## src/hdl/pgq_pkg.sv

```systemverilog
`default_nettype none
// ----------------------------------------------------------------------------
// pgq_pkg
// Shared types and constants of the pinch gesture qualifier: register
// indexes and reset values, event kinds and the job passed from the front
// part to the back part.
// ----------------------------------------------------------------------------
package pgq_pkg;

  localparam int COORD_WIDTH = 32;
  localparam int QUEUE_DEPTH = 2;
  localparam int TIME_W      = 63;
  localparam int CFG_INDEX_W = 3;
  localparam int CFG_DATA_W  = 24;
  localparam int RATIO_W     = 16;
  localparam int HOLD_W      = 24;

  localparam logic [CFG_INDEX_W-1:0] CFG_HAND_SIDE    = 3'd0;
  localparam logic [CFG_INDEX_W-1:0] CFG_ENTER_RATIO  = 3'd1;
  localparam logic [CFG_INDEX_W-1:0] CFG_EXIT_RATIO   = 3'd2;
  localparam logic [CFG_INDEX_W-1:0] CFG_ENTER_HOLD   = 3'd3;
  localparam logic [CFG_INDEX_W-1:0] CFG_EXIT_HOLD    = 3'd4;
  localparam logic [CFG_INDEX_W-1:0] CFG_LOST_TIMEOUT = 3'd5;

  localparam logic [RATIO_W-1:0] RST_ENTER_RATIO  = 16'd1229;
  localparam logic [RATIO_W-1:0] RST_EXIT_RATIO   = 16'd1638;
  localparam logic [HOLD_W-1:0]  RST_ENTER_HOLD   = 24'd30000;
  localparam logic [HOLD_W-1:0]  RST_EXIT_HOLD    = 24'd30000;
  localparam logic [HOLD_W-1:0]  RST_LOST_TIMEOUT = 24'd200000;

  typedef enum logic [2:0] {
    EV_PTR_ON  = 3'd0,
    EV_PTR_OFF = 3'd1,
    EV_BEGIN   = 3'd2,
    EV_END     = 3'd3,
    EV_CANCEL  = 3'd4
  } evt_kind_t;

  typedef struct packed {
    logic                          two;
    evt_kind_t                     kind0;
    evt_kind_t                     kind1;
    logic [63:0]                   frame;
    logic [TIME_W-1:0]             time_us;
    logic signed [COORD_WIDTH-1:0] x;
    logic signed [COORD_WIDTH-1:0] y;
    logic signed [COORD_WIDTH-1:0] z;
  } job_t;

  typedef struct packed {
    logic valid;
    logic full;
  } fifo_status_t;

endpackage
`default_nettype wire

```

## src/hdl/pgq_obs_if.sv

```systemverilog
`default_nettype none
// ----------------------------------------------------------------------------
// pgq_obs_if
// Observation channel: one hand-tracking observation per beat.
// ----------------------------------------------------------------------------
interface pgq_obs_if;
  logic               valid;
  logic               ready;
  logic               obs_valid;
  logic               obs_hand;
  logic               pointer_on;
  logic               ratio_finite;
  logic [15:0]        pinch_ratio;
  logic [63:0]        frame_number;
  logic signed [63:0] time_us;
  logic signed [31:0] point_x;
  logic signed [31:0] point_y;
  logic signed [31:0] point_z;

  modport source (
    output valid, obs_valid, obs_hand, pointer_on, ratio_finite, pinch_ratio,
    output frame_number, time_us, point_x, point_y, point_z,
    input  ready
  );
  modport sink (
    input  valid, obs_valid, obs_hand, pointer_on, ratio_finite, pinch_ratio,
    input  frame_number, time_us, point_x, point_y, point_z,
    output ready
  );
endinterface
`default_nettype wire

```

## src/hdl/pgq_evt_if.sv

```systemverilog
`default_nettype none
// ----------------------------------------------------------------------------
// pgq_evt_if
// Event channel: one gesture event per beat.
// ----------------------------------------------------------------------------
interface pgq_evt_if;
  logic               valid;
  logic               ready;
  logic [2:0]         event_kind;
  logic [63:0]        event_frame;
  logic [62:0]        event_time_us;
  logic signed [31:0] event_x;
  logic signed [31:0] event_y;
  logic signed [31:0] event_z;
  logic               last_of_run;

  modport source (
    output valid, event_kind, event_frame, event_time_us,
    output event_x, event_y, event_z, last_of_run,
    input  ready
  );
  modport sink (
    input  valid, event_kind, event_frame, event_time_us,
    input  event_x, event_y, event_z, last_of_run,
    output ready
  );
endinterface
`default_nettype wire

```

## src/hdl/pgq_front.sv

```systemverilog
`default_nettype none
// ----------------------------------------------------------------------------
// pgq_front
// Accepts observations, drops stale ones, runs the tracking-loss logic and
// the pinch qualifier, and queues the resulting events as one job.
// ----------------------------------------------------------------------------
module pgq_front (
  input  wire logic                            clk,
  input  wire logic                            rst,
  input  wire logic                            cfg_we,
  input  wire logic [pgq_pkg::CFG_INDEX_W-1:0] cfg_index,
  input  wire logic [pgq_pkg::CFG_DATA_W-1:0]  cfg_data,
  pgq_obs_if.sink                              obs,
  input  wire logic                            q_full,
  output logic                                 push,
  output pgq_pkg::job_t                        job
);
  import pgq_pkg::*;

  typedef enum logic [3:0] {
    PH_IDLE      = 4'b0001,
    PH_CAND_DOWN = 4'b0010,
    PH_PINCHED   = 4'b0100,
    PH_CAND_UP   = 4'b1000
  } phase_t;

  logic               hand_side;
  logic [RATIO_W-1:0] enter_ratio;
  logic [RATIO_W-1:0] exit_ratio;
  logic [HOLD_W-1:0]  enter_hold;
  logic [HOLD_W-1:0]  exit_hold;
  logic [HOLD_W-1:0]  lost_timeout;

  phase_t                  phase, phase_next;
  logic [TIME_W-1:0]       cand_start, cand_start_next;
  logic [TIME_W-1:0]       lost_start, lost_start_next;
  logic [TIME_W-1:0]       prev_time;
  logic                    have_time;
  logic                    ptr_was_on;
  logic                    gone;
  logic signed [COORD_WIDTH-1:0] saved_x, saved_y, saved_z;

  logic                    accept, drop, lost, commit;
  logic [TIME_W-1:0]       t;
  logic [TIME_W-1:0]       lost_diff, cand_diff;
  logic                    expired, enter_done, exit_done, below, above;
  phase_t                  phase_eff;
  logic                    ev_a, ev_b;
  evt_kind_t               kind_a, kind_b;

  always_ff @(posedge clk) begin
    if (rst) begin
      hand_side    <= 1'b0;
      enter_ratio  <= RST_ENTER_RATIO;
      exit_ratio   <= RST_EXIT_RATIO;
      enter_hold   <= RST_ENTER_HOLD;
      exit_hold    <= RST_EXIT_HOLD;
      lost_timeout <= RST_LOST_TIMEOUT;
    end else if (cfg_we) begin
      case (cfg_index)
        CFG_HAND_SIDE:    hand_side    <= cfg_data[0];
        CFG_ENTER_RATIO:  enter_ratio  <= cfg_data[RATIO_W-1:0];
        CFG_EXIT_RATIO:   exit_ratio   <= cfg_data[RATIO_W-1:0];
        CFG_ENTER_HOLD:   enter_hold   <= cfg_data[HOLD_W-1:0];
        CFG_EXIT_HOLD:    exit_hold    <= cfg_data[HOLD_W-1:0];
        CFG_LOST_TIMEOUT: lost_timeout <= cfg_data[HOLD_W-1:0];
        default: ;
      endcase
    end
  end

  assign obs.ready = !q_full;
  assign accept    = obs.valid && obs.ready;
  assign t         = obs.time_us[TIME_W-1:0];
  assign drop      = obs.time_us[63] || (have_time && t <= prev_time);
  assign lost      = !obs.obs_valid || (obs.obs_hand != hand_side);
  assign commit    = accept && !drop;

  assign lost_diff  = t - lost_start;
  assign cand_diff  = t - cand_start;
  assign expired    = gone ? (lost_diff >= TIME_W'(lost_timeout)) : (lost_timeout == '0);
  assign enter_done = cand_diff >= TIME_W'(enter_hold);
  assign exit_done  = cand_diff >= TIME_W'(exit_hold);
  assign below      = obs.ratio_finite && obs.pinch_ratio <= enter_ratio;
  assign above      = !obs.ratio_finite || obs.pinch_ratio >= exit_ratio;

  always_comb begin
    phase_eff       = phase;
    phase_next      = phase;
    cand_start_next = cand_start;
    lost_start_next = lost_start;
    ev_a            = 1'b0;
    ev_b            = 1'b0;
    kind_a          = EV_PTR_OFF;
    kind_b          = EV_CANCEL;
    if (lost) begin
      ev_a = ptr_was_on;
      if (!gone) begin
        lost_start_next = t;
        case (phase)
          PH_CAND_DOWN: phase_eff = PH_IDLE;
          PH_CAND_UP:   phase_eff = PH_PINCHED;
          default:      phase_eff = phase;
        endcase
      end
      phase_next = phase_eff;
      if (expired) begin
        ev_b       = (phase_eff == PH_PINCHED);
        phase_next = PH_IDLE;
      end
    end else begin
      ev_a   = obs.pointer_on != ptr_was_on;
      kind_a = obs.pointer_on ? EV_PTR_ON : EV_PTR_OFF;
      case (phase)
        PH_IDLE: begin
          if (below) begin
            phase_next      = PH_CAND_DOWN;
            cand_start_next = t;
          end
        end
        PH_CAND_DOWN: begin
          if (!below) begin
            phase_next = PH_IDLE;
          end else if (enter_done) begin
            phase_next = PH_PINCHED;
            ev_b       = 1'b1;
            kind_b     = EV_BEGIN;
          end
        end
        PH_PINCHED: begin
          if (above) begin
            phase_next      = PH_CAND_UP;
            cand_start_next = t;
          end
        end
        default: begin
          if (!above) begin
            phase_next = PH_PINCHED;
          end else if (exit_done) begin
            phase_next = PH_IDLE;
            ev_b       = 1'b1;
            kind_b     = EV_END;
          end
        end
      endcase
    end
  end

  always_ff @(posedge clk) begin
    if (rst) begin
      phase      <= PH_IDLE;
      cand_start <= '0;
      lost_start <= '0;
      prev_time  <= '0;
      have_time  <= 1'b0;
      ptr_was_on <= 1'b0;
      gone       <= 1'b0;
      saved_x    <= '0;
      saved_y    <= '0;
      saved_z    <= '0;
    end else if (commit) begin
      phase      <= phase_next;
      cand_start <= cand_start_next;
      lost_start <= lost_start_next;
      prev_time  <= t;
      have_time  <= 1'b1;
      if (lost) begin
        ptr_was_on <= 1'b0;
        gone       <= 1'b1;
      end else begin
        ptr_was_on <= obs.pointer_on;
        gone       <= 1'b0;
        saved_x    <= obs.point_x[COORD_WIDTH-1:0];
        saved_y    <= obs.point_y[COORD_WIDTH-1:0];
        saved_z    <= obs.point_z[COORD_WIDTH-1:0];
      end
    end
  end

  assign push = commit && (ev_a || ev_b);

  always_comb begin
    job.two     = ev_a && ev_b;
    job.kind0   = ev_a ? kind_a : kind_b;
    job.kind1   = kind_b;
    job.frame   = obs.frame_number;
    job.time_us = t;
    if (lost) begin
      job.x = saved_x;
      job.y = saved_y;
      job.z = saved_z;
    end else begin
      job.x = obs.point_x[COORD_WIDTH-1:0];
      job.y = obs.point_y[COORD_WIDTH-1:0];
      job.z = obs.point_z[COORD_WIDTH-1:0];
    end
  end

endmodule
`default_nettype wire

```

## src/hdl/pgq_fifo.sv

```systemverilog
`default_nettype none
// ----------------------------------------------------------------------------
// pgq_fifo
// Short job queue between the front and back parts.
// ----------------------------------------------------------------------------
module pgq_fifo (
  input  wire logic                 clk,
  input  wire logic                 rst,
  input  wire logic                 push,
  input  wire pgq_pkg::job_t        wdata,
  input  wire logic                 pop,
  output pgq_pkg::job_t             rdata,
  output pgq_pkg::fifo_status_t     status
);
  import pgq_pkg::*;

  localparam int PTR_W = (QUEUE_DEPTH > 1) ? $clog2(QUEUE_DEPTH) : 1;
  localparam int CNT_W = $clog2(QUEUE_DEPTH + 1);

  job_t             entries [QUEUE_DEPTH];
  logic [PTR_W-1:0] wptr, rptr;
  logic [CNT_W-1:0] count;

  function automatic logic [PTR_W-1:0] wrap_inc(input logic [PTR_W-1:0] p);
    wrap_inc = (p == PTR_W'(QUEUE_DEPTH - 1)) ? '0 : p + 1'b1;
  endfunction

  always_ff @(posedge clk) begin
    if (push) begin
      entries[wptr] <= wdata;
    end
  end

  always_ff @(posedge clk) begin
    if (rst) begin
      wptr  <= '0;
      rptr  <= '0;
      count <= '0;
    end else begin
      if (push) begin
        wptr <= wrap_inc(wptr);
      end
      if (pop) begin
        rptr <= wrap_inc(rptr);
      end
      if (push && !pop) begin
        count <= count + 1'b1;
      end else if (pop && !push) begin
        count <= count - 1'b1;
      end
    end
  end

  assign rdata        = entries[rptr];
  assign status.valid = count != '0;
  assign status.full  = count == CNT_W'(QUEUE_DEPTH);

endmodule
`default_nettype wire

```

## src/hdl/pgq_back.sv

```systemverilog
`default_nettype none
// ----------------------------------------------------------------------------
// pgq_back
// Turns each queued job into one or two event beats through an output
// register.
// ----------------------------------------------------------------------------
module pgq_back (
  input  wire logic             clk,
  input  wire logic             rst,
  input  wire pgq_pkg::job_t    head,
  input  wire logic             head_valid,
  output logic                  pop,
  pgq_evt_if.source             evt
);
  import pgq_pkg::*;

  logic                          out_valid;
  logic                          second;
  evt_kind_t                     kind;
  logic [63:0]                   frame;
  logic [TIME_W-1:0]             time_us;
  logic signed [COORD_WIDTH-1:0] x, y, z;
  logic                          last;
  logic                          load, head_last;

  assign load      = !out_valid || evt.ready;
  assign head_last = second || !head.two;
  assign pop       = load && head_valid && head_last;

  always_ff @(posedge clk) begin
    if (rst) begin
      out_valid <= 1'b0;
      second    <= 1'b0;
    end else if (load) begin
      out_valid <= head_valid;
      if (head_valid) begin
        second <= !head_last;
      end
    end
  end

  always_ff @(posedge clk) begin
    if (load && head_valid) begin
      kind    <= second ? head.kind1 : head.kind0;
      frame   <= head.frame;
      time_us <= head.time_us;
      x       <= head.x;
      y       <= head.y;
      z       <= head.z;
      last    <= head_last;
    end
  end

  assign evt.valid         = out_valid;
  assign evt.event_kind    = kind;
  assign evt.event_frame   = frame;
  assign evt.event_time_us = time_us;
  assign evt.event_x       = 32'(x);
  assign evt.event_y       = 32'(y);
  assign evt.event_z       = 32'(z);
  assign evt.last_of_run   = last;

endmodule
`default_nettype wire

```

## src/hdl/pinch_gesture_qualifier.sv

```systemverilog
`default_nettype none
// ----------------------------------------------------------------------------
// pinch_gesture_qualifier
// Qualifies pinch and pointer gestures from a stream of hand observations.
//
//   Channel  Dir  Beat
//   obs      in   one observation (valid, hand, pointer, ratio, frame, time, point)
//   evt      out  one event (kind, frame, time, point, last of run)
//   cfg      in   register write (cfg_we, cfg_index, cfg_data)
//
// An observation is taken whenever the two-entry job queue has room; each
// one yields zero to two events, and the output register sends one event
// per cycle while evt.ready is high.
// Reset is synchronous; it clears control state and restores register defaults.
// A stall on evt backs up the queue and then lowers obs.ready.
// ----------------------------------------------------------------------------
module pinch_gesture_qualifier (
  input  wire logic                            clk,
  input  wire logic                            rst,
  input  wire logic                            cfg_we,
  input  wire logic [pgq_pkg::CFG_INDEX_W-1:0] cfg_index,
  input  wire logic [pgq_pkg::CFG_DATA_W-1:0]  cfg_data,
  pgq_obs_if.sink                              obs,
  pgq_evt_if.source                            evt
);
  import pgq_pkg::*;

  logic         push, pop;
  job_t         wjob, head;
  fifo_status_t qstat;

  pgq_front u_front (
    .clk       (clk),
    .rst       (rst),
    .cfg_we    (cfg_we),
    .cfg_index (cfg_index),
    .cfg_data  (cfg_data),
    .obs       (obs),
    .q_full    (qstat.full),
    .push      (push),
    .job       (wjob)
  );

  pgq_fifo u_fifo (
    .clk    (clk),
    .rst    (rst),
    .push   (push),
    .wdata  (wjob),
    .pop    (pop),
    .rdata  (head),
    .status (qstat)
  );

  pgq_back u_back (
    .clk        (clk),
    .rst        (rst),
    .head       (head),
    .head_valid (qstat.valid),
    .pop        (pop),
    .evt        (evt)
  );

`ifndef ASSERT_OFF
  a_second_beat_follows: assert property (@(posedge clk) disable iff (rst)
    (evt.valid && evt.ready && !evt.last_of_run) |=>
      (evt.valid && evt.event_frame == $past(evt.event_frame)))
    else $error("second event of a run did not follow");

  a_cancel_is_last: assert property (@(posedge clk) disable iff (rst)
    (evt.valid && evt.event_kind == EV_CANCEL) |-> evt.last_of_run)
    else $error("pinch cancel not last of run");

  a_queue_bound: assert property (@(posedge clk) disable iff (rst)
    (push && !pop) |-> !qstat.full)
    else $error("job queue overflow");
`endif

endmodule
`default_nettype wire

```

## src/flat_wrapper.sv

```systemverilog
// flat-port wrapper written by rule: the top's interface ports become plain ports
module pinch_gesture_qualifier_flat import pgq_pkg::*;
  (clk, rst, cfg_we, cfg_index, cfg_data, obs_valid, obs_obs_valid, obs_obs_hand, obs_pointer_on, obs_ratio_finite, obs_pinch_ratio, obs_frame_number, obs_time_us, obs_point_x, obs_point_y, obs_point_z, obs_ready, evt_valid, evt_event_kind, evt_event_frame, evt_event_time_us, evt_event_x, evt_event_y, evt_event_z, evt_last_of_run, evt_ready);
  pgq_obs_if obs_i ();
  pgq_evt_if evt_i ();
  input  wire logic clk;
  input  wire logic rst;
  input  wire logic cfg_we;
  input  wire logic [pgq_pkg::CFG_INDEX_W-1:0] cfg_index;
  input  wire logic [pgq_pkg::CFG_DATA_W-1:0] cfg_data;
  input wire logic [$bits(obs_i.valid)-1:0] obs_valid;
  input wire logic [$bits(obs_i.obs_valid)-1:0] obs_obs_valid;
  input wire logic [$bits(obs_i.obs_hand)-1:0] obs_obs_hand;
  input wire logic [$bits(obs_i.pointer_on)-1:0] obs_pointer_on;
  input wire logic [$bits(obs_i.ratio_finite)-1:0] obs_ratio_finite;
  input wire logic [$bits(obs_i.pinch_ratio)-1:0] obs_pinch_ratio;
  input wire logic [$bits(obs_i.frame_number)-1:0] obs_frame_number;
  input wire logic [$bits(obs_i.time_us)-1:0] obs_time_us;
  input wire logic [$bits(obs_i.point_x)-1:0] obs_point_x;
  input wire logic [$bits(obs_i.point_y)-1:0] obs_point_y;
  input wire logic [$bits(obs_i.point_z)-1:0] obs_point_z;
  output wire logic [$bits(obs_i.ready)-1:0] obs_ready;
  output wire logic [$bits(evt_i.valid)-1:0] evt_valid;
  output wire logic [$bits(evt_i.event_kind)-1:0] evt_event_kind;
  output wire logic [$bits(evt_i.event_frame)-1:0] evt_event_frame;
  output wire logic [$bits(evt_i.event_time_us)-1:0] evt_event_time_us;
  output wire logic [$bits(evt_i.event_x)-1:0] evt_event_x;
  output wire logic [$bits(evt_i.event_y)-1:0] evt_event_y;
  output wire logic [$bits(evt_i.event_z)-1:0] evt_event_z;
  output wire logic [$bits(evt_i.last_of_run)-1:0] evt_last_of_run;
  input wire logic [$bits(evt_i.ready)-1:0] evt_ready;
  assign obs_i.valid = obs_valid;
  assign obs_i.obs_valid = obs_obs_valid;
  assign obs_i.obs_hand = obs_obs_hand;
  assign obs_i.pointer_on = obs_pointer_on;
  assign obs_i.ratio_finite = obs_ratio_finite;
  assign obs_i.pinch_ratio = obs_pinch_ratio;
  assign obs_i.frame_number = obs_frame_number;
  assign obs_i.time_us = obs_time_us;
  assign obs_i.point_x = obs_point_x;
  assign obs_i.point_y = obs_point_y;
  assign obs_i.point_z = obs_point_z;
  assign obs_ready = obs_i.ready;
  assign evt_valid = evt_i.valid;
  assign evt_event_kind = evt_i.event_kind;
  assign evt_event_frame = evt_i.event_frame;
  assign evt_event_time_us = evt_i.event_time_us;
  assign evt_event_x = evt_i.event_x;
  assign evt_event_y = evt_i.event_y;
  assign evt_event_z = evt_i.event_z;
  assign evt_last_of_run = evt_i.last_of_run;
  assign evt_i.ready = evt_ready;
  pinch_gesture_qualifier u_core (.clk(clk), .rst(rst), .cfg_we(cfg_we), .cfg_index(cfg_index), .cfg_data(cfg_data), .obs(obs_i), .evt(evt_i));
endmodule
```

## config.mk

```make
export PLATFORM = sky130hd
export DESIGN_NAME = pinch_gesture_qualifier_flat
export DESIGN_NICKNAME = d
export VERILOG_FILES = /design/src/hdl/pgq_pkg.sv /design/src/hdl/pgq_obs_if.sv /design/src/hdl/pgq_evt_if.sv /design/src/hdl/pgq_front.sv /design/src/hdl/pgq_fifo.sv /design/src/hdl/pgq_back.sv /design/src/hdl/pinch_gesture_qualifier.sv /design/src/flat_wrapper.sv
export SDC_FILE = /design/constraint.sdc
export NUM_CORES = 2
export LEC_CHECK = 0
export BUFFER_PORTS_ARGS = -buffer_cell sky130_fd_sc_hd__buf_2
export CAP_MARGIN = 20
export CORE_MARGIN = 2
export CORE_UTILIZATION = 60
export CTS_CLUSTER_DIAMETER = 100
export CTS_CLUSTER_SIZE = 40
export DETAILED_ROUTE_END_ITERATION = 16
export PLACE_DENSITY = 0.89
export SLEW_MARGIN = 10
export SYNTH_ARGS = -nofsm -noshare
export SYNTH_HDL_FRONTEND = slang
export SYNTH_SLANG_ARGS = --single-unit
```

## constraint.sdc

```tcl
create_clock -name clk -period 13.6 [get_ports clk]
set_input_delay 0.68 -clock clk [delete_from_list [all_inputs] [get_ports clk]]
set_output_delay 0.68 -clock clk [all_outputs]
set_load 0.02 [all_outputs]
```

After elaboration in Yosys (flattened, before gate mapping)
Memories as Yosys holds them, arrays and structs flattened. A register that Yosys moved wholly into a read port is not among the register bits.
Cells that the tools add are included.
Widths: inputs -> output; s select.
- memories: 1
- bits in registers: 630
- latch bits: 0
- memory bits (writable): 460
- output and inout port bits: 229
- bits in read-only memories: 0
- input port bits: 276
- logic and storage cells: 149
- memories (memory ; words ; width ; read ports ; clocked after memory_dff ; wr ports ; line ; RTL):
    u_core.u_fifo.entries ; 2 ; 230 ; 1 ; 1 ; 1 ; pgq_fifo.sv:20 ; job_t entries [QUEUE_DEPTH];
- shifts and indexed selects: 0
- add/sub/neg operators: 6
- divide/modulo/power cells: 0
- $mul: 0
- reduce and logical (&&, ||, !) cells: 42
- order comparisons: 6
- mux-type cells: 45
- bitwise logic cells: 2
- eq/ne operators: 19
- operators by type and width (kind ; number):
    $ge 63x24->1 ; 3
    $mux 63 ; 2
    $pmux 63 s2 ; 1
    $sub 63x63->63 ; 2
    $mux 96 ; 1
    $le 63x63->1 ; 1
    $mux 4 ; 10
    $logic_not 24->1 ; 1
    $mux 3 ; 7
    $mux 1 ; 18
    $ge 16x16->1 ; 1
    $le 16x16->1 ; 1
    $reduce_and 2->1 ; 8
    $pmux 4 s3 ; 1
    $logic_and 1x1->1 ; 10
    $reduce_and 5->1 ; 2
    $logic_not 1->1 ; 9
    $eq 4x3->1 const B ; 2
    $pmux 4 s2 ; 1
    $eq 3x2->1 const B ; 2
    $eq 3x3->1 const B ; 2
    $logic_or 1x1->1 ; 6
    $ne 3x3->1 const B ; 2
    $ne 6x3->1 const B ; 1
    19 further kinds ; 26

Longest topological paths before layout
- word-level depth: 13
- gate-level depth with buffers: 30
- depth with buffers taken out: 30

By module
A second synthesis with hierarchy kept.
- cell total of the unflattened synthesis: 5218
- area total of the unflattened synthesis: 54761.3 µm²
- by module, submodules not included (module ; area each (µm²) ; cells each ; instances):
    pgq_front ; 29982.5 ; 4237 ; 1
    pgq_fifo ; 17828.3 ; 738 ; 1
    pgq_back ; 6950.4 ; 243 ; 1

Worst setup path after synthesis
Ideal clock, no wire load.
- path type: input to register
- start point: input obs_time_us[0]
- end point: memory u_core.u_fifo.entries[1][0] (netlist name) (enable)
- cell stages on the path: 27
- buffers on the path: 0
- data arrival time: 9705 ps
- required time: 12981 ps
- slack: 3276 ps
- library setup time: 619 ps
- path through: inv_1 -> ha_1 -> fa_1 -> nand2b_1 -> a21oi_1 -> o21ai_1 -> a21oi_1 -> nor2b_1 -> o21bai_1 -> a21oi_1 -> xnor2_1 -> ha_1 -> nand2_1 -> or3_1 -> nor4_1 -> or4_1 -> or4_1 -> a2111oi_2 -> nand4_1 -> nor4b_2 -> nand4_1 -> nor4_2 -> nor3_1 -> a211oi_2 -> nand2b_1 -> inv_2 -> and2_1
- longest elaborated chain between the ends: 10
- RTL lines (what ; line ; RTL):
    start, declared ; flat_wrapper.sv:18 ; input wire logic [$bits(obs_i.time_us)-1:0] obs_time_us;
    $sub 63x63->63 ; pgq_front.sv:80 ; assign cand_diff = t - cand_start;
    $ge 63x24->1, on equally long branches ; pgq_front.sv:83, pgq_front.sv:82 ;
    $mux 1, on equally long branches ; pgq_front.sv:139, pgq_front.sv:124 ;
    $mux 1, on equally long branches ; pgq_front.sv:137, pgq_front.sv:122 ;
    $pmux 1 s2 ; pgq_front.sv:114 ; case (phase)
    $mux 1 ; pgq_front.sv:96 ; if (lost) begin
    $logic_or 1x1->1 ; pgq_front.sv:180 ; assign push = commit && (ev_a || ev_b);
    $logic_and 1x1->1 (*) ; pgq_front.sv:180 ;
    via u_core.push ; pinch_gesture_qualifier.sv:28 ; logic push, pop;
    $mux 1 (*) ; pgq_fifo.sv:29 ; if (push) begin
    $mux 1 (not written as such) (*) ; pgq_fifo.sv:30 ; entries[wptr] <= wdata;
    end, declared ; pgq_fifo.sv:20 ;
Mark *: on every way through the listed nets, which the timed path passes. The rest lies on a longest branch.

Final worst setup path
- start point: register u_core.u_front.cand_start[3]
- end point: memory u_core.u_fifo.entries[1][2] (netlist name) (enable)
- longest elaborated chain between the ends: 10
- RTL lines (what ; line ; RTL):
    start, declared ; pgq_front.sv:35 ; logic [TIME_W-1:0] cand_start, cand_start_next;
    start signal, assigned ; pgq_front.sv:163 ; cand_start <= cand_start_next;
    $sub 63x63->63 (*) ; pgq_front.sv:80 ;
    $ge 63x24->1, on equally long branches ; pgq_front.sv:83, pgq_front.sv:82 ;
    $mux 1, on equally long branches ; pgq_front.sv:139, pgq_front.sv:124 ;
    $mux 1, on equally long branches ; pgq_front.sv:137, pgq_front.sv:122 ;
    $pmux 1 s2 (*) ; pgq_front.sv:114 ;
    $mux 1 (*) ; pgq_front.sv:96 ;
    $logic_or 1x1->1 (*) ; pgq_front.sv:180 ;
    $logic_and 1x1->1 (*) ; pgq_front.sv:180 ;
    via u_core.push ; pinch_gesture_qualifier.sv:28 ;
    $mux 1 (*) ; pgq_fifo.sv:29 ;
    $mux 1 (not written as such) (*) ; pgq_fifo.sv:30 ;
Marks and branches as above.

==> results.sh <==
export IMPL_path_clk_slew_ns=0.16
export IMPL_arrival_ns=8.03
export IMPL_wirelength_mm=155
export IMPL_slowest_stage="and2_4"
export IMPL_hold_path_depth=1
export IMPL_period_minus_slack_ns=7.74
export IMPL_syn_area_per_cell_um2=10.3
export IMPL_setup_viol=0
export IMPL_synth_cell_type_count=95
export IMPL_r2r_end="u_core.u_fifo.entries[1][2]"
export IMPL_grtUsageTotal_pct=32.8
export IMPL_synth_xor_area_share_pct=1.16
export IMPL_place_hpwl_mm=111
export IMPL_synth_main_ff_cell="edfxtp_1"
export IMPL_min_path_type="primary input to flip-flop"
export IMPL_synthSimpleGateAreaFrac_pct=14.3
export IMPL_via_per_inst=6.19
export IMPL_synth_area_mux_share_pct=6.46
export IMPL_yosysTopAreaCell="edfxtp_1"
export IMPL_grt_pass1_wl_mm=229
export IMPL_synthAdderAreaFrac_pct=7.03
export IMPL_cts_setup_buffers=0
export IMPL_period_share_pct=56.9
export IMPL_place_port_buffers=504
export IMPL_critPathMaxStageDelay_ns=0.89
export IMPL_max_freq_mhz=129
export IMPL_worstMarginPinSlew_ns=1.13
export IMPL_synthTopCellsByArea="edfxtp_1 39%, dfxtp_1 15%, nand2_1 7.9%"
export IMPL_cellPowerDensity_nw_per_um2=143
export IMPL_finalHoldViolCount=0
export IMPL_synth_cell_area_um2=52700
export IMPL_die_w_um=300
export IMPL_synthCells=5138
export IMPL_drc_errors=0
export IMPL_clk_latency_ns=0.69
export IMPL_endpoint_kind="flip-flop"
export IMPL_whs_endpoint="u_core.u_fifo.entries[0][172]"
export IMPL_async_flop_share_pct=0
export IMPL_r2r_setup_slack_ns=5.86
export IMPL_slew_violations=0
export IMPL_yosysWarnings=0
export IMPL_cpMostUsedCell="nor2_1"
export IMPL_antenna_found_initial=26
export IMPL_vias=41400
export IMPL_htree_levels=2
export IMPL_routedWlPerCell_um=23.2
export IMPL_rsz0062_at_grt="false"
export IMPL_cts_hold_buffers=0
export IMPL_worstPathMaxFanout=126
export IMPL_synth_edf_count=687
export IMPL_synth_top_area_share_pct=39.1
export IMPL_crit_type="flip-flop to flip-flop"
export IMPL_startpoint_type="flip-flop"
export IMPL_ios=505
export IMPL_drtIter0Drc=4402
export IMPL_overflow=0
export IMPL_clk_path_buf_depth=3
export IMPL_layout_drive_gt1_share_pct=16.0
export IMPL_required_ns=13.89
export IMPL_leakagePower_nw=20.8
export IMPL_timing_setup_tns_ns=0
export IMPL_area_delta_synth_final_pct=9.08
export IMPL_vdd_drop_max_uv=151
export IMPL_ys_seq_area_share_pct=54.5
export IMPL_antenna_left=0
export IMPL_synth_seq_cells=1091
export IMPL_relSlewSlack_pct=24.9
export IMPL_synth_nets=5708
export IMPL_synth_top_family_by_area="simple AND/OR/NAND/NOR gates"
export IMPL_dieArea_um2=90200
export IMPL_holdWs_ns=0.177
export IMPL_fin_nets=6039
export IMPL_grt_pass1_vias=39300
export IMPL_clockRootBuffer="clkbuf_16"
export IMPL_hp_start="obs_frame_number[13]"
export IMPL_synth_compound_area_share_pct=12.4
export IMPL_start_util_pct=60.7
export IMPL_place_congestion=0.992
export IMPL_coreArea_um2=86900
export IMPL_drtPass1Iterations=6
export IMPL_fp_dieH_um=300
export IMPL_worstRegToRegCells=26
export IMPL_regToRegStartpoint="u_core.u_front.cand_start[3]"
export IMPL_cts_tree="yes"
export IMPL_drv_cap=0
export IMPL_rows=108
export IMPL_finClkSkew_ns=0.0737
export IMPL_grt_max_degree=137
export IMPL_cts_made_buffers=39
export IMPL_postCtsResizedCells=0
export IMPL_cts_sinks=1091
export IMPL_outcome="completed"
==> critical path, delay by kind of cell (launching register included) <==
kind                     cells  cell delay, ns
AND/OR/NAND/NOR             11            2.49
XOR/XNOR                     1            0.21
adder cells (fa/ha/maj)      2            0.70
buffers and inverters        4            1.28
flip-flops                   1            0.37
AO/OA/AOI/OAI                8            2.27
==> cell usage after synthesis, types with 79 or more instances <==
| cell | number |
|---|---|
| a21oi_1 | 515 |
| clkbuf_1 | 186 |
| dfxtp_1 | 404 |
| edfxtp_1 | 687 |
| ha_1 | 292 |
| inv_1 | 323 |
| mux2_2 | 226 |
| mux2i_1 | 79 |
| nand2_1 | 1110 |
| nand4_1 | 98 |
| nor2_1 | 232 |
| o21ai_0 | 142 |
==> stage by stage <==
| stage | utilization [%] | power, mW | area (um2) | instances | setup slack, ns |
|---|---|---|---|---|---|
| floorplan | - | 5.79 | 52700 | 5138 | 3.28 |
| detailed placement | 64.4 | 6.56 | 56000 | 6581 | 5.35 |
| finish | 66.2 | 8.25 | 57500 | 6678 | 5.86 |
| global placement | 64.4 | 6.50 | 56000 | 6581 | 5.47 |
| CTS | 66.1 | 8.22 | 57400 | 6652 | 5.87 |
| global route | 66.2 | 8.55 | 57500 | 6676 | 5.36 |
==> placed cells by master, fill, tap and decap left out, drive strengths merged, types with 9 or more instances in the layout <==
| cell type | netlist | routed |
|---|---|---|
| a211o | 9 | 9 |
| a211oi | 27 | 27 |
| a21boi | 12 | 12 |
| a21o | 78 | 78 |
| a21oi | 526 | 526 |
| a221oi | 16 | 16 |
| a31oi | 22 | 22 |
| and2 | 9 | 9 |
| and3 | 19 | 19 |
| and4 | 12 | 12 |
| buf | 56 | 532 |
| clkbuf | 186 | 54 |
| dfxtp | 404 | 404 |
| diode | 0 | 24 |
| edfxtp | 687 | 687 |
| ha | 292 | 292 |
| inv | 324 | 333 |
| mux2 | 226 | 226 |
| mux2i | 79 | 79 |
| nand2 | 1110 | 1110 |
| nand2b | 32 | 32 |
| nand3 | 43 | 43 |
| nand4 | 99 | 99 |
| nor2 | 233 | 233 |
| nor2b | 31 | 31 |
| nor3 | 46 | 46 |
| nor3b | 9 | 9 |
| nor4 | 33 | 33 |
| nor4b | 9 | 9 |
| o211ai | 54 | 54 |
| o21a | 44 | 44 |
| o21ai | 173 | 173 |
| o21bai | 19 | 19 |
| o22ai | 9 | 9 |
| o31ai | 16 | 16 |
| or2 | 11 | 11 |
| or3 | 14 | 14 |
| xnor2 | 44 | 44 |
| xor2 | 26 | 26 |
==> layout make-up <==
type / instances / area (um2)
diodes: 24 / 60.1
fillers: 6479 / 29400
repair buffers: 532 / 2780
clock buffers: 54 / 1050
inverters: 324 / 1220
well taps: 1155 / 1450
multi-input cells: 3481 / 21800
flip-flops and latches: 1091 / 28700
clock inverters: 17 / 364
==> logic make-up after synthesis <==
group | Yosys count
and+or+nand+nor | 1736
AOI/OAI and AO/OA | 1072
buffers and inverters | 566
muxes | 308
adders and majority gates | 295
xor gates and xnor gates | 70
DFF | 1091
==> state kept, by name (all words and copies together) (netlist names), 2 cells and up, named ones only <==
signal	count
u_core.u_back.evt.event_kind	3
u_core.u_front.lost_timeout	24
u_core.u_back.evt.event_frame	64
u_core.u_front.saved_y	32
u_core.u_back.evt.event_time_us	63
u_core.u_back.evt.event_z	32
u_core.u_front.exit_hold	24
u_core.u_front.cand_start	63
u_core.u_back.evt.event_x	32
u_core.u_front.enter_hold	24
u_core.u_front.enter_ratio	16
u_core.u_fifo.count	2
u_core.u_front.phase	4
u_core.u_front.prev_time	63
u_core.u_back.evt.event_y	32
u_core.u_front.saved_z	32
u_core.u_front.lost_start	63
u_core.u_fifo.entries	460
u_core.u_front.exit_ratio	16
u_core.u_front.saved_x	32
==> per-layer routing <==
metal  part of all wire, %  up-vias  GRT usage (%)
li1                      -    18900              -
met1                    39    19700           43.1
met2                    46     2292           53.1
met3                   9.3      456           5.84
met4                   5.3        8           15.4
met5                 0.032        -              0
==> worst max path at each step <==
stage	from	endpoint	slack, ns	cells past startpoint
finish	u_core.u_front.cand_start[3]	u_core.u_fifo.entries[1][2]	5.86	26
global route	u_core.u_front.cand_start[2]	u_core.u_fifo.entries[1][2]	5.36	26
CTS	u_core.u_front.cand_start[3]	u_core.u_fifo.entries[1][2]	5.87	26
detailed placement	obs_time_us[0]	u_core.u_fifo.entries[1][172]	5.35	30
global placement	obs_time_us[1]	u_core.u_fifo.entries[1][62]	5.47	29
floorplan	obs_time_us[0]	u_core.u_fifo.entries[1][0]	3.28	27
==> power breakdown <==
part	leakage, nW	internal [mW]	total, mW	switching [mW]
sequential	9.55	4.05	4.23	0.179
clock	0.669	0.626	1.71	1.08
combinational	10.6	0.741	2.31	1.57
total	20.8	5.41	8.25	2.84
Power figures use the tool's default switching activity.
